[src/hdl/usbaa_pkg.sv]
// ----------------------------------------------------------------------------
// usbaa_pkg
// shared types, constants and helpers of the usb device address allocator
// ----------------------------------------------------------------------------
package usbaa_pkg;

    localparam int ADDRESS_COUNT = 128;
    localparam int ADDR_W        = $clog2(ADDRESS_COUNT);

    typedef logic [ADDR_W-1:0] addr_t;

    // last grant after reset, so the first grant is the top address
    localparam addr_t LAST_RESET = addr_t'(ADDRESS_COUNT - 2);
    localparam addr_t ADDR_TOP   = addr_t'(ADDRESS_COUNT - 1);
    localparam addr_t ADDR_FIRST = addr_t'(1);
    localparam addr_t ADDR_NONE  = addr_t'(0);

    // request kinds
    localparam logic OP_ALLOC   = 1'b0;
    localparam logic OP_RELEASE = 1'b1;

    // result status codes
    localparam logic STATUS_OK       = 1'b0;
    localparam logic STATUS_NO_SPACE = 1'b1;

    typedef enum logic [1:0] {
        ST_IDLE,
        ST_SCAN,
        ST_RESP
    } ctl_state_t;

    // controller to datapath
    typedef struct packed {
        logic start_scan;
        logic release_wr;
        logic scan_rd;
        logic take_fail;
        logic take_grant;
        logic commit;
    } ctl_cmd_t;

    // datapath to controller
    typedef struct packed {
        logic hit_free;
        logic hit_last;
        logic out_busy;
    } dp_stat_t;

    // next candidate, wrapping and skipping the default address
    function automatic addr_t next_addr(input addr_t a);
        addr_t n;
        n = (a == ADDR_TOP) ? ADDR_FIRST : addr_t'(a + addr_t'(1));
        return n;
    endfunction

endpackage

[src/hdl/usbaa_ctrl.sv]
// ----------------------------------------------------------------------------
// usbaa_ctrl
// sequencing of release, scan and result hand-off
// ----------------------------------------------------------------------------
module usbaa_ctrl
    import usbaa_pkg::*;
(
    input  logic     clk,
    input  logic     rst_n,
    input  logic     in_valid,
    input  logic     in_op,
    output logic     in_ready,
    input  dp_stat_t stat,
    output ctl_cmd_t cmd
);

    ctl_state_t state_reg;
    ctl_state_t state_next;

    always_ff @(posedge clk or negedge rst_n)
    begin
        if (!rst_n)
        begin
            state_reg <= ST_IDLE;
        end
        else
        begin
            state_reg <= state_next;
        end
    end

    always_comb
    begin
        state_next = state_reg;
        in_ready   = 1'b0;
        cmd        = '0;
        unique case (state_reg)
            ST_IDLE:
            begin
                in_ready = 1'b1;
                if (in_valid)
                begin
                    if (in_op == OP_RELEASE)
                    begin
                        cmd.release_wr = 1'b1;
                        state_next     = ST_RESP;
                    end
                    else
                    begin
                        cmd.start_scan = 1'b1;
                        state_next     = ST_SCAN;
                    end
                end
            end
            ST_SCAN:
            begin
                // priority: the wrap back to the last grant ends the scan
                priority if (stat.hit_last)
                begin
                    cmd.take_fail = 1'b1;
                    state_next    = ST_RESP;
                end
                else if (stat.hit_free)
                begin
                    cmd.take_grant = 1'b1;
                    state_next     = ST_RESP;
                end
                else
                begin
                    cmd.scan_rd = 1'b1;
                end
            end
            ST_RESP:
            begin
                if (!stat.out_busy)
                begin
                    cmd.commit = 1'b1;
                    state_next = ST_IDLE;
                end
            end
            default:
            begin
                state_next = ST_IDLE;
            end
        endcase
    end

endmodule

[src/hdl/usbaa_dpath.sv]
// ----------------------------------------------------------------------------
// usbaa_dpath
// occupancy map, scan pointer, last grant and result register
// ----------------------------------------------------------------------------
module usbaa_dpath
    import usbaa_pkg::*;
(
    input  logic     clk,
    input  logic     rst_n,
    input  ctl_cmd_t cmd,
    output dp_stat_t stat,
    input  addr_t    rel_addr,
    input  logic     out_ready,
    output logic     out_valid,
    output logic     out_status,
    output addr_t    out_addr
);

    // occupancy bits; an entry never written reads as free
    logic                     map_mem [ADDRESS_COUNT];
    logic [ADDRESS_COUNT-1:0] map_vld_reg;

    addr_t last_reg;
    addr_t cand_reg;
    addr_t rd_addr_reg;
    logic  rd_vld_reg;
    logic  rd_mem_reg;
    logic  rd_bit_vld_reg;

    logic  res_status_reg;
    addr_t res_addr_reg;
    logic  res_grant_reg;

    logic  out_valid_reg;
    logic  out_status_reg;
    addr_t out_addr_reg;

    logic  wr_en;
    logic  wr_data;
    addr_t wr_addr;
    logic  rd_occ;

    assign wr_en   = cmd.release_wr || (cmd.commit && res_grant_reg);
    assign wr_data = !cmd.release_wr;
    assign wr_addr = cmd.release_wr ? rel_addr : res_addr_reg;

    always_ff @(posedge clk)
    begin
        if (wr_en)
        begin
            map_mem[wr_addr] <= wr_data;
        end
        if (cmd.scan_rd)
        begin
            rd_mem_reg <= map_mem[cand_reg];
        end
    end

    always_ff @(posedge clk or negedge rst_n)
    begin
        if (!rst_n)
        begin
            map_vld_reg    <= '0;
            rd_bit_vld_reg <= 1'b0;
        end
        else
        begin
            if (wr_en)
            begin
                map_vld_reg[wr_addr] <= 1'b1;
            end
            if (cmd.scan_rd)
            begin
                rd_bit_vld_reg <= map_vld_reg[cand_reg];
            end
        end
    end

    assign rd_occ = rd_bit_vld_reg && rd_mem_reg;

    // scan pointer and read tracking
    always_ff @(posedge clk or negedge rst_n)
    begin
        if (!rst_n)
        begin
            cand_reg    <= ADDR_NONE;
            rd_addr_reg <= ADDR_NONE;
            rd_vld_reg  <= 1'b0;
        end
        else
        begin
            rd_vld_reg <= cmd.scan_rd;
            if (cmd.start_scan)
            begin
                cand_reg <= next_addr(last_reg);
            end
            else if (cmd.scan_rd)
            begin
                cand_reg    <= next_addr(cand_reg);
                rd_addr_reg <= cand_reg;
            end
        end
    end

    assign stat.hit_last = rd_vld_reg && (rd_addr_reg == last_reg);
    assign stat.hit_free = rd_vld_reg && (rd_addr_reg != last_reg) && !rd_occ;
    assign stat.out_busy = out_valid_reg && !out_ready;

    // pending result
    always_ff @(posedge clk or negedge rst_n)
    begin
        if (!rst_n)
        begin
            res_grant_reg <= 1'b0;
        end
        else if (cmd.release_wr || cmd.take_fail)
        begin
            res_grant_reg <= 1'b0;
        end
        else if (cmd.take_grant)
        begin
            res_grant_reg <= 1'b1;
        end
    end

    always_ff @(posedge clk)
    begin
        if (cmd.release_wr)
        begin
            res_status_reg <= STATUS_OK;
            res_addr_reg   <= ADDR_NONE;
        end
        else if (cmd.take_fail)
        begin
            res_status_reg <= STATUS_NO_SPACE;
            res_addr_reg   <= ADDR_NONE;
        end
        else if (cmd.take_grant)
        begin
            res_status_reg <= STATUS_OK;
            res_addr_reg   <= rd_addr_reg;
        end
    end

    // last grant and output register
    always_ff @(posedge clk or negedge rst_n)
    begin
        if (!rst_n)
        begin
            last_reg      <= LAST_RESET;
            out_valid_reg <= 1'b0;
        end
        else
        begin
            if (cmd.commit && res_grant_reg)
            begin
                last_reg <= res_addr_reg;
            end
            if (cmd.commit)
            begin
                out_valid_reg <= 1'b1;
            end
            else if (out_ready)
            begin
                out_valid_reg <= 1'b0;
            end
        end
    end

    always_ff @(posedge clk)
    begin
        if (cmd.commit)
        begin
            out_status_reg <= res_status_reg;
            out_addr_reg   <= res_addr_reg;
        end
    end

    assign out_valid  = out_valid_reg;
    assign out_status = out_status_reg;
    assign out_addr   = out_addr_reg;

    a_grant_not_default: assert property (@(posedge clk) disable iff (!rst_n)
        (cmd.commit && res_grant_reg) |-> (res_addr_reg != ADDR_NONE))
        else $error("grant of the default address");

    a_hit_exclusive: assert property (@(posedge clk) disable iff (!rst_n)
        !(stat.hit_free && stat.hit_last))
        else $error("scan hit both free and last grant");

    a_commit_needs_room: assert property (@(posedge clk) disable iff (!rst_n)
        cmd.commit |-> !(out_valid_reg && !out_ready))
        else $error("result overwrote a pending result");

    a_grant_marked: assert property (@(posedge clk) disable iff (!rst_n)
        (cmd.commit && res_grant_reg) |=> (map_vld_reg[last_reg] && last_reg != ADDR_NONE))
        else $error("granted address not recorded");

endmodule

[src/hdl/usb_address_allocator.sv]
// ----------------------------------------------------------------------------
// usb_address_allocator
// round-robin usb device address allocator over a 128-entry occupancy map
// ----------------------------------------------------------------------------
// Each request on the slave stream gives exactly one result on the master
// stream. An allocate request scans the occupancy map forward from the
// address after the last grant, wrapping and skipping the default address 0,
// and grants the first free address; reaching the last granted address again
// returns no-space, so that address is never offered twice in a row. A
// release clears the mark of the given address and returns success with
// address 0. The map is read through a single registered port, one address
// per cycle, so an allocate lasts longer the more addresses it examines; a
// release needs no scan.
// One request is in work at a time; a new one is taken as soon as the
// previous result sits in the output register, even before it is consumed.
// After reset the map is empty and the first grant is address 127.
module usb_address_allocator
    import usbaa_pkg::*;
(
    input  logic       clk,
    input  logic       rst_n,
    // request stream
    input  logic       s_axis_tvalid,
    output logic       s_axis_tready,
    input  logic [7:0] s_axis_tdata,   // [6:0] release_addr, [7] zero pad
    input  logic       s_axis_tuser,   // [0] op: 0 allocate, 1 release
    // result stream
    output logic       m_axis_tvalid,
    input  logic       m_axis_tready,
    output logic [7:0] m_axis_tdata,   // [6:0] granted_addr, [7] zero pad
    output logic       m_axis_tuser    // [0] status: 0 ok, 1 no space
);

    ctl_cmd_t cmd;
    dp_stat_t stat;
    logic     ctl_ready;
    addr_t    out_addr;

    usbaa_ctrl u_ctrl (
        .clk      (clk),
        .rst_n    (rst_n),
        .in_valid (s_axis_tvalid),
        .in_op    (s_axis_tuser),
        .in_ready (ctl_ready),
        .stat     (stat),
        .cmd      (cmd)
    );

    usbaa_dpath u_dpath (
        .clk        (clk),
        .rst_n      (rst_n),
        .cmd        (cmd),
        .stat       (stat),
        .rel_addr   (s_axis_tdata[ADDR_W-1:0]),
        .out_ready  (m_axis_tready),
        .out_valid  (m_axis_tvalid),
        .out_status (m_axis_tuser),
        .out_addr   (out_addr)
    );

    // request accepted only in idle; results go out from the output register
    assign s_axis_tready = ctl_ready;
    assign m_axis_tdata  = {{(8 - ADDR_W){1'b0}}, out_addr};

endmodule

[config.mk]
export PLATFORM = sky130hd
export DESIGN_NAME = usb_address_allocator
export DESIGN_NICKNAME = d
export VERILOG_FILES = /design/src/hdl/usbaa_pkg.sv /design/src/hdl/usbaa_ctrl.sv /design/src/hdl/usbaa_dpath.sv /design/src/hdl/usb_address_allocator.sv
export SDC_FILE = /design/constraint.sdc
export NUM_CORES = 1
export LEC_CHECK = 0
export ABC_AREA = 1
export ABC_CLOCK_PERIOD_IN_PS = 2740
export BUFFER_PORTS_ARGS = -buffer_cell sky130_fd_sc_hd__buf_2
export CORE_ASPECT_RATIO = 1.4
export CORE_MARGIN = 2
export CORE_UTILIZATION = 60
export DETAILED_ROUTE_END_ITERATION = 8
export GPL_TIMING_DRIVEN = 1
export HOLD_SLACK_MARGIN = 0.1
export PLACE_DENSITY = 0.75
export SLEW_MARGIN = 20
export SYNTH_ARGS = -nofsm -noshare
export SYNTH_HDL_FRONTEND = slang
export SYNTH_SLANG_ARGS = --single-unit
[constraint.sdc]
create_clock -name clk -period 2.74 [get_ports clk]
set_input_delay 0.274 -clock clk [delete_from_list [all_inputs] [get_ports clk]]
set_output_delay 0.274 -clock clk [all_outputs]
set_load 0.02 [all_outputs]
Word-level counts from Yosys, hierarchy flattened
Memory sizes are Yosys's and may differ from the RTL's. A register that Yosys moved wholly into a read port is not among the register bits. Cells that the tools add are included.

Add/subtract/negate cells: 2. Magnitude comparators: 3. Equality and inequality tests: 9. Multiplexer cells: 36. Bitwise gates (word level): 2. Reductions and logical operators: 20.

Operators by type and width (number): OR 128 bit (1); two-way mux 7 bit (5); two-way mux 1 bit (20); less-than comparator 7 x 8 -> 1 bit, second input constant (2); adder 7 x 1 -> 7 bit, second input constant (2); == test 7 bit, second input constant (2); two-way mux 2 bit (7); nonzero test 2 bit (4); binary-select mux 1 bit (select 7 bit) (1); demux 1 bit (select 7 bit) (1); == test 7 bit (1); greater-or-equal comparator 7 x 1 -> 1 bit, second input constant (1); logical AND 1 bit (7); inequality test 7 bit (1); one-hot mux 2 bit (3 select lines) (1); inequality test 2 bit, second input constant (2); zero test 1 bit (3); two-way mux 3 bit (1); inequality test 3 bit, second input constant (1); AND reduction 3 bit (1); == test 2 x 1 -> 1 bit, second input constant (1); == test 2 bit, second input constant (1); zero test 2 bit (1); logical OR 1 bit (2); 3 further kinds (3).

Bits in registers: 171. Memory bits (writable): 128. Memories kept: 1.

Memory list: u_dpath.map_mem (words 128, bits a word 1, rd ports 1, clocked after Yosys merged registers in 1, write ports 1, RTL line usbaa_dpath.sv:20) `logic map_mem [ADDRESS_COUNT];`.

Depth between registers and ports, before layout
Depth after elaboration: 9. Gate-level depth with buffers: 14. Mapped depth without buffers: 13.

By module
From an unflattened synthesis, not the netlist that was laid out.

Cells, all modules: 1472. Area, all modules: 13489.2 sq um.

By module, submodules not included: usbaa_dpath (times used 1, cells an instance 1444, area an instance 13317.8 sq um, seq. area each 8110.3 sq um); usbaa_ctrl (times used 1, cells an instance 26, area an instance 160.2 sq um, seq. area each 50.0 sq um); usb_address_allocator (times used 1, cells an instance 2, area an instance 11.3 sq um, seq. area each 0.0 sq um).

Least setup slack after synthesis
Ideal clock, no wire load.

Path type: reg2reg. From: register u_dpath.out_valid_reg, in the netlist u_dpath.out_valid. To: memory u_dpath.map_mem[89], enable pin. Arrival: 2270 ps. Path slack: 166 ps. Cell stages (with the launch flop): 11. Path buffers: 1. Period minus slack after synthesis: 2574 ps. Path through: dfrtp_1 inv_1 nor2_1 nor3_1 nand2_1 nand2_2 nand2_1 inv_2 nand3_2 buf_2 nor2_1.

RTL lines: start, declared (RTL line usbaa_dpath.sv:34) `logic out_valid_reg;`; start signal, assigned (RTL line usbaa_dpath.sv:151) `out_valid_reg <= 1'b0;`; start signal, assigned (RTL line usbaa_dpath.sv:161) `out_valid_reg <= 1'b1;`; start signal, assigned (RTL line usbaa_dpath.sv:165) `out_valid_reg <= 1'b0;`; end, declared (RTL line usbaa_dpath.sv:20).

Worst setup path after layout
From: register u_ctrl.state_reg[0]. To: memory u_dpath.map_mem[107], enable pin.

Word-level cells in the longest chain between the ends: 6. Elaborated cells between the ends (all ways): 9. Classes of those cells: 1 x eq/ne; 5 x mux; 3 x reduce/logical.

Ends and longest elaborated chain: start, declared (RTL line usbaa_ctrl.sv:17) `ctl_state_t state_reg;`; start signal, assigned (RTL line usbaa_ctrl.sv:28) `state_reg <= state_next;`; == test 2 bit (RTL line usbaa_ctrl.sv:37) `unique case (state_reg)`; two-way mux 1 bit (RTL line usbaa_ctrl.sv:37); logical AND 1 bit (RTL line usbaa_dpath.sv:43) `assign wr_en = cmd.release_wr || (cmd.commit && res_grant_reg);`; logical OR 1 bit (RTL line usbaa_dpath.sv:43); two-way mux 1 bit (RTL line usbaa_dpath.sv:49) `if (wr_en)`; two-way mux 1 bit (implied by the code) (RTL line usbaa_dpath.sv:51) `map_mem[wr_addr] <= wr_data;`.

Several ways; a longest one is shown, not always the timed one.

==> reports/qor.yml <==
cellLeakagePower_nw: 6.29
seq_area_mm2: 0.00816
fin_crit_ps: 2480
skew_ps: 15.5
r2r-start: "u_ctrl.state_reg[0]$_DFFE_PN0P_"
htree_levels: 1
ys_ff_latch: 300
post-route-util_pct: 67.7
drtAntennaViolNets: 0
syn-cell-area_mm2: 0.0131
grt_first_pass_wirelength_um: 51900
start_util_pct: 60.4
grt_pass1_vias: 9850
num-fill-cells: 1650
power.density_mw_per_mm2: 1020
numCtsBuffers: 28
timing.hold.ws_ps: 189
hold_violations: 0
vias_per_cell: 5.83
irDropWorstVdd_mv: 0.949
synth_cells: 1361
placed_area_mm2: 0.0136
die_area_mm2: 0.0231
cts_buffer_depth: 3
cts.sinks: 300
cts_root_buf: "clkbuf_16"
synth-warning-count: 0
ys_seq_area_share_pct: 62.2
cap_viol_max_count: 0
drt-pass1-iter-count: 6
placed_cells: 1638
post_cts_buffers: 0
post_drt_wl_per_cell_um: 19.5
gp_congestion: 0.877
clk_pin_slew_ps: 70
antenna_found_initial: 0
setup_violations: 0
cp-start-kind: "flip-flop"
fin_cells: 1692
gr-total-overflow: 0
core_mm2: 0.0217
route.detailed.drc: 0
die_h_um: 179
outcome: "completed"
slew_headroom_pct: 52.9
crit_start: "u_ctrl.state_reg[0]$_DFFE_PN0P_"
drt_iter0_drc: 904
drive_above_1_share_pct: 12.3
worstPathArrival_ps: 2730
hold_start: "s_axis_tvalid"
required_ps: 2980
row_count: 64
final_cell_mix: "307 x nand2_1, 178 x nor2_1, 148 x dfrtp_1, 137 x edfxtp_1, 96 x nand3_1"
fin_nets: 1388
port_buffers: 21
end_kind: "flip-flop"
final_common_cell: "nand2_1"
area_delta_synth_final_pct: 12.0
die-width_um: 129
wl_um: 33000
slew_viol_final: 0
vias: 9872
rsz0062_at_grt: "false"
min_path_type: "in -> reg"
clock.fmax_mhz: 403
cts_tree: "built"
dp_hpwl_um: 19600
grt.total_usage_pct: 29.3
postSynthAreaPerCell_um2: 9.64
crit_fanout: 16
multi_input_area_mm2: 0.00444
finalCritPeriodShare_pct: 90.6
antenna_cells: 0
tns_ps: 0
critPathKind: "reg -> reg"
clk_latency_ps: 550
synth_nets: 1376
fin_area_mm2: 0.0147
ys_types: 39
grt_max_degree: 91
pin_count: 24
tightest_slew_ps: 704
-- metal layers --
layer	vias up	global-route usage, %	share of wire [%]
li1	4530	-	-
met5	-	0	0
met1	4881	37.2	40
met2	365	50.3	50
met4	0	13.2	4.6
met3	96	3.67	5.9
-- power by group --
group	switching [mW]	leakage [nW]	internal (mW)
combinational	3.24	2.47	1.40
sequential	0.470	3.30	5.42
clock	1.69	0.521	2.70
total	5.40	6.29	9.53
-- Yosys cell counts, drive strengths merged --
library cell	number	area, um^2
dfrtp	149	3730
buf	20	123
a31oi	1	6.26
a21oi	51	255
xor2	5	43.8
nand4	3	18.8
o22ai	16	100
xnor2	4	35.0
nor2	187	722
a22oi	1	7.51
dfstp	6	158
o21bai	16	120
ha	2	25.0
o221ai	4	35.0
nor3	25	136
or2	98	613
inv	53	199
a211oi	9	67.6
o311ai	1	8.76
clkbuf	53	199
clkinv	1	3.75
edfxtp	137	4110
nand3b	1	7.51
dfxtp	8	160
nand3	100	521
conb	1	3.75
o21ai	91	493
nand2	318	1210
-- final cells by class --
class	instances	area share, %
well taps	297	2.53
repair buffers	55	3.04
clock buffers	39	5.74
flip-flops and latches	300	55.6
inverters	54	1.41
clock inverters	13	1.46
multi-input cells	934	30.2
-- worst paths after layout --
check	to	slack, ps	depth (start not counted)
hold / removal	u_dpath.cand_reg[1]$_DFFE_PN0P_	190	4
setup reg to reg	u_dpath.map_mem[107]$_DFFE_PP_	260	9
hold reg to reg	u_dpath.out_addr[2]$_DFFE_PN_	430	0
max in group asynchronous	u_dpath.map_vld_reg[22]$_DFFE_PN0N_	1730	3
setup / recovery	u_dpath.map_mem[107]$_DFFE_PP_	260	9
min in group asynchronous	u_dpath.map_vld_reg[123]$_DFFE_PN0N_	230	2
-- kinds of logic (layout without fill, tap and decap cells) --
family | after synthesis | in the layout | synth area share, %
compound gates | 190 | 190 | 8.34
xor+xnor | 9 | 9 | 0.601
fa+ha+maj | 2 | 2 | 0.191
buf+inv | 127 | 161 | 4.00
flops | 300 | 300 | 62.2
other cells | 1 | 1 | 0.0286
simple gates | 732 | 732 | 24.6
-- worst max-delay path: stages (launching register included) --
cell     delay, ps
dfrtp_1        420
nor2_2         150
inv_2           60
nor3_4         190
inv_4          160
o21ai_4        190
inv_1           80
nor2_1         270
nand2_1        380
nor2_1         260
-- metrics by stage --
step / total power, mW / setup WS (ps)
finish: 14.9 / 257
global route: 15.6 / 80.6
global placement: 10.4 / 172
detailed placement: 10.5 / 66.0
CTS: 14.9 / 27.9
floorplan: 8.94 / 166
-- timing repair --
action / CTS / global route
hold buffers: 2 / 0
resized for setup: 1 / 4
endpoints found under the setup margin: 1 / 89
hold endpoints to repair: 99 / 0
No activity file was read; power rests on OpenSTA's default activity.
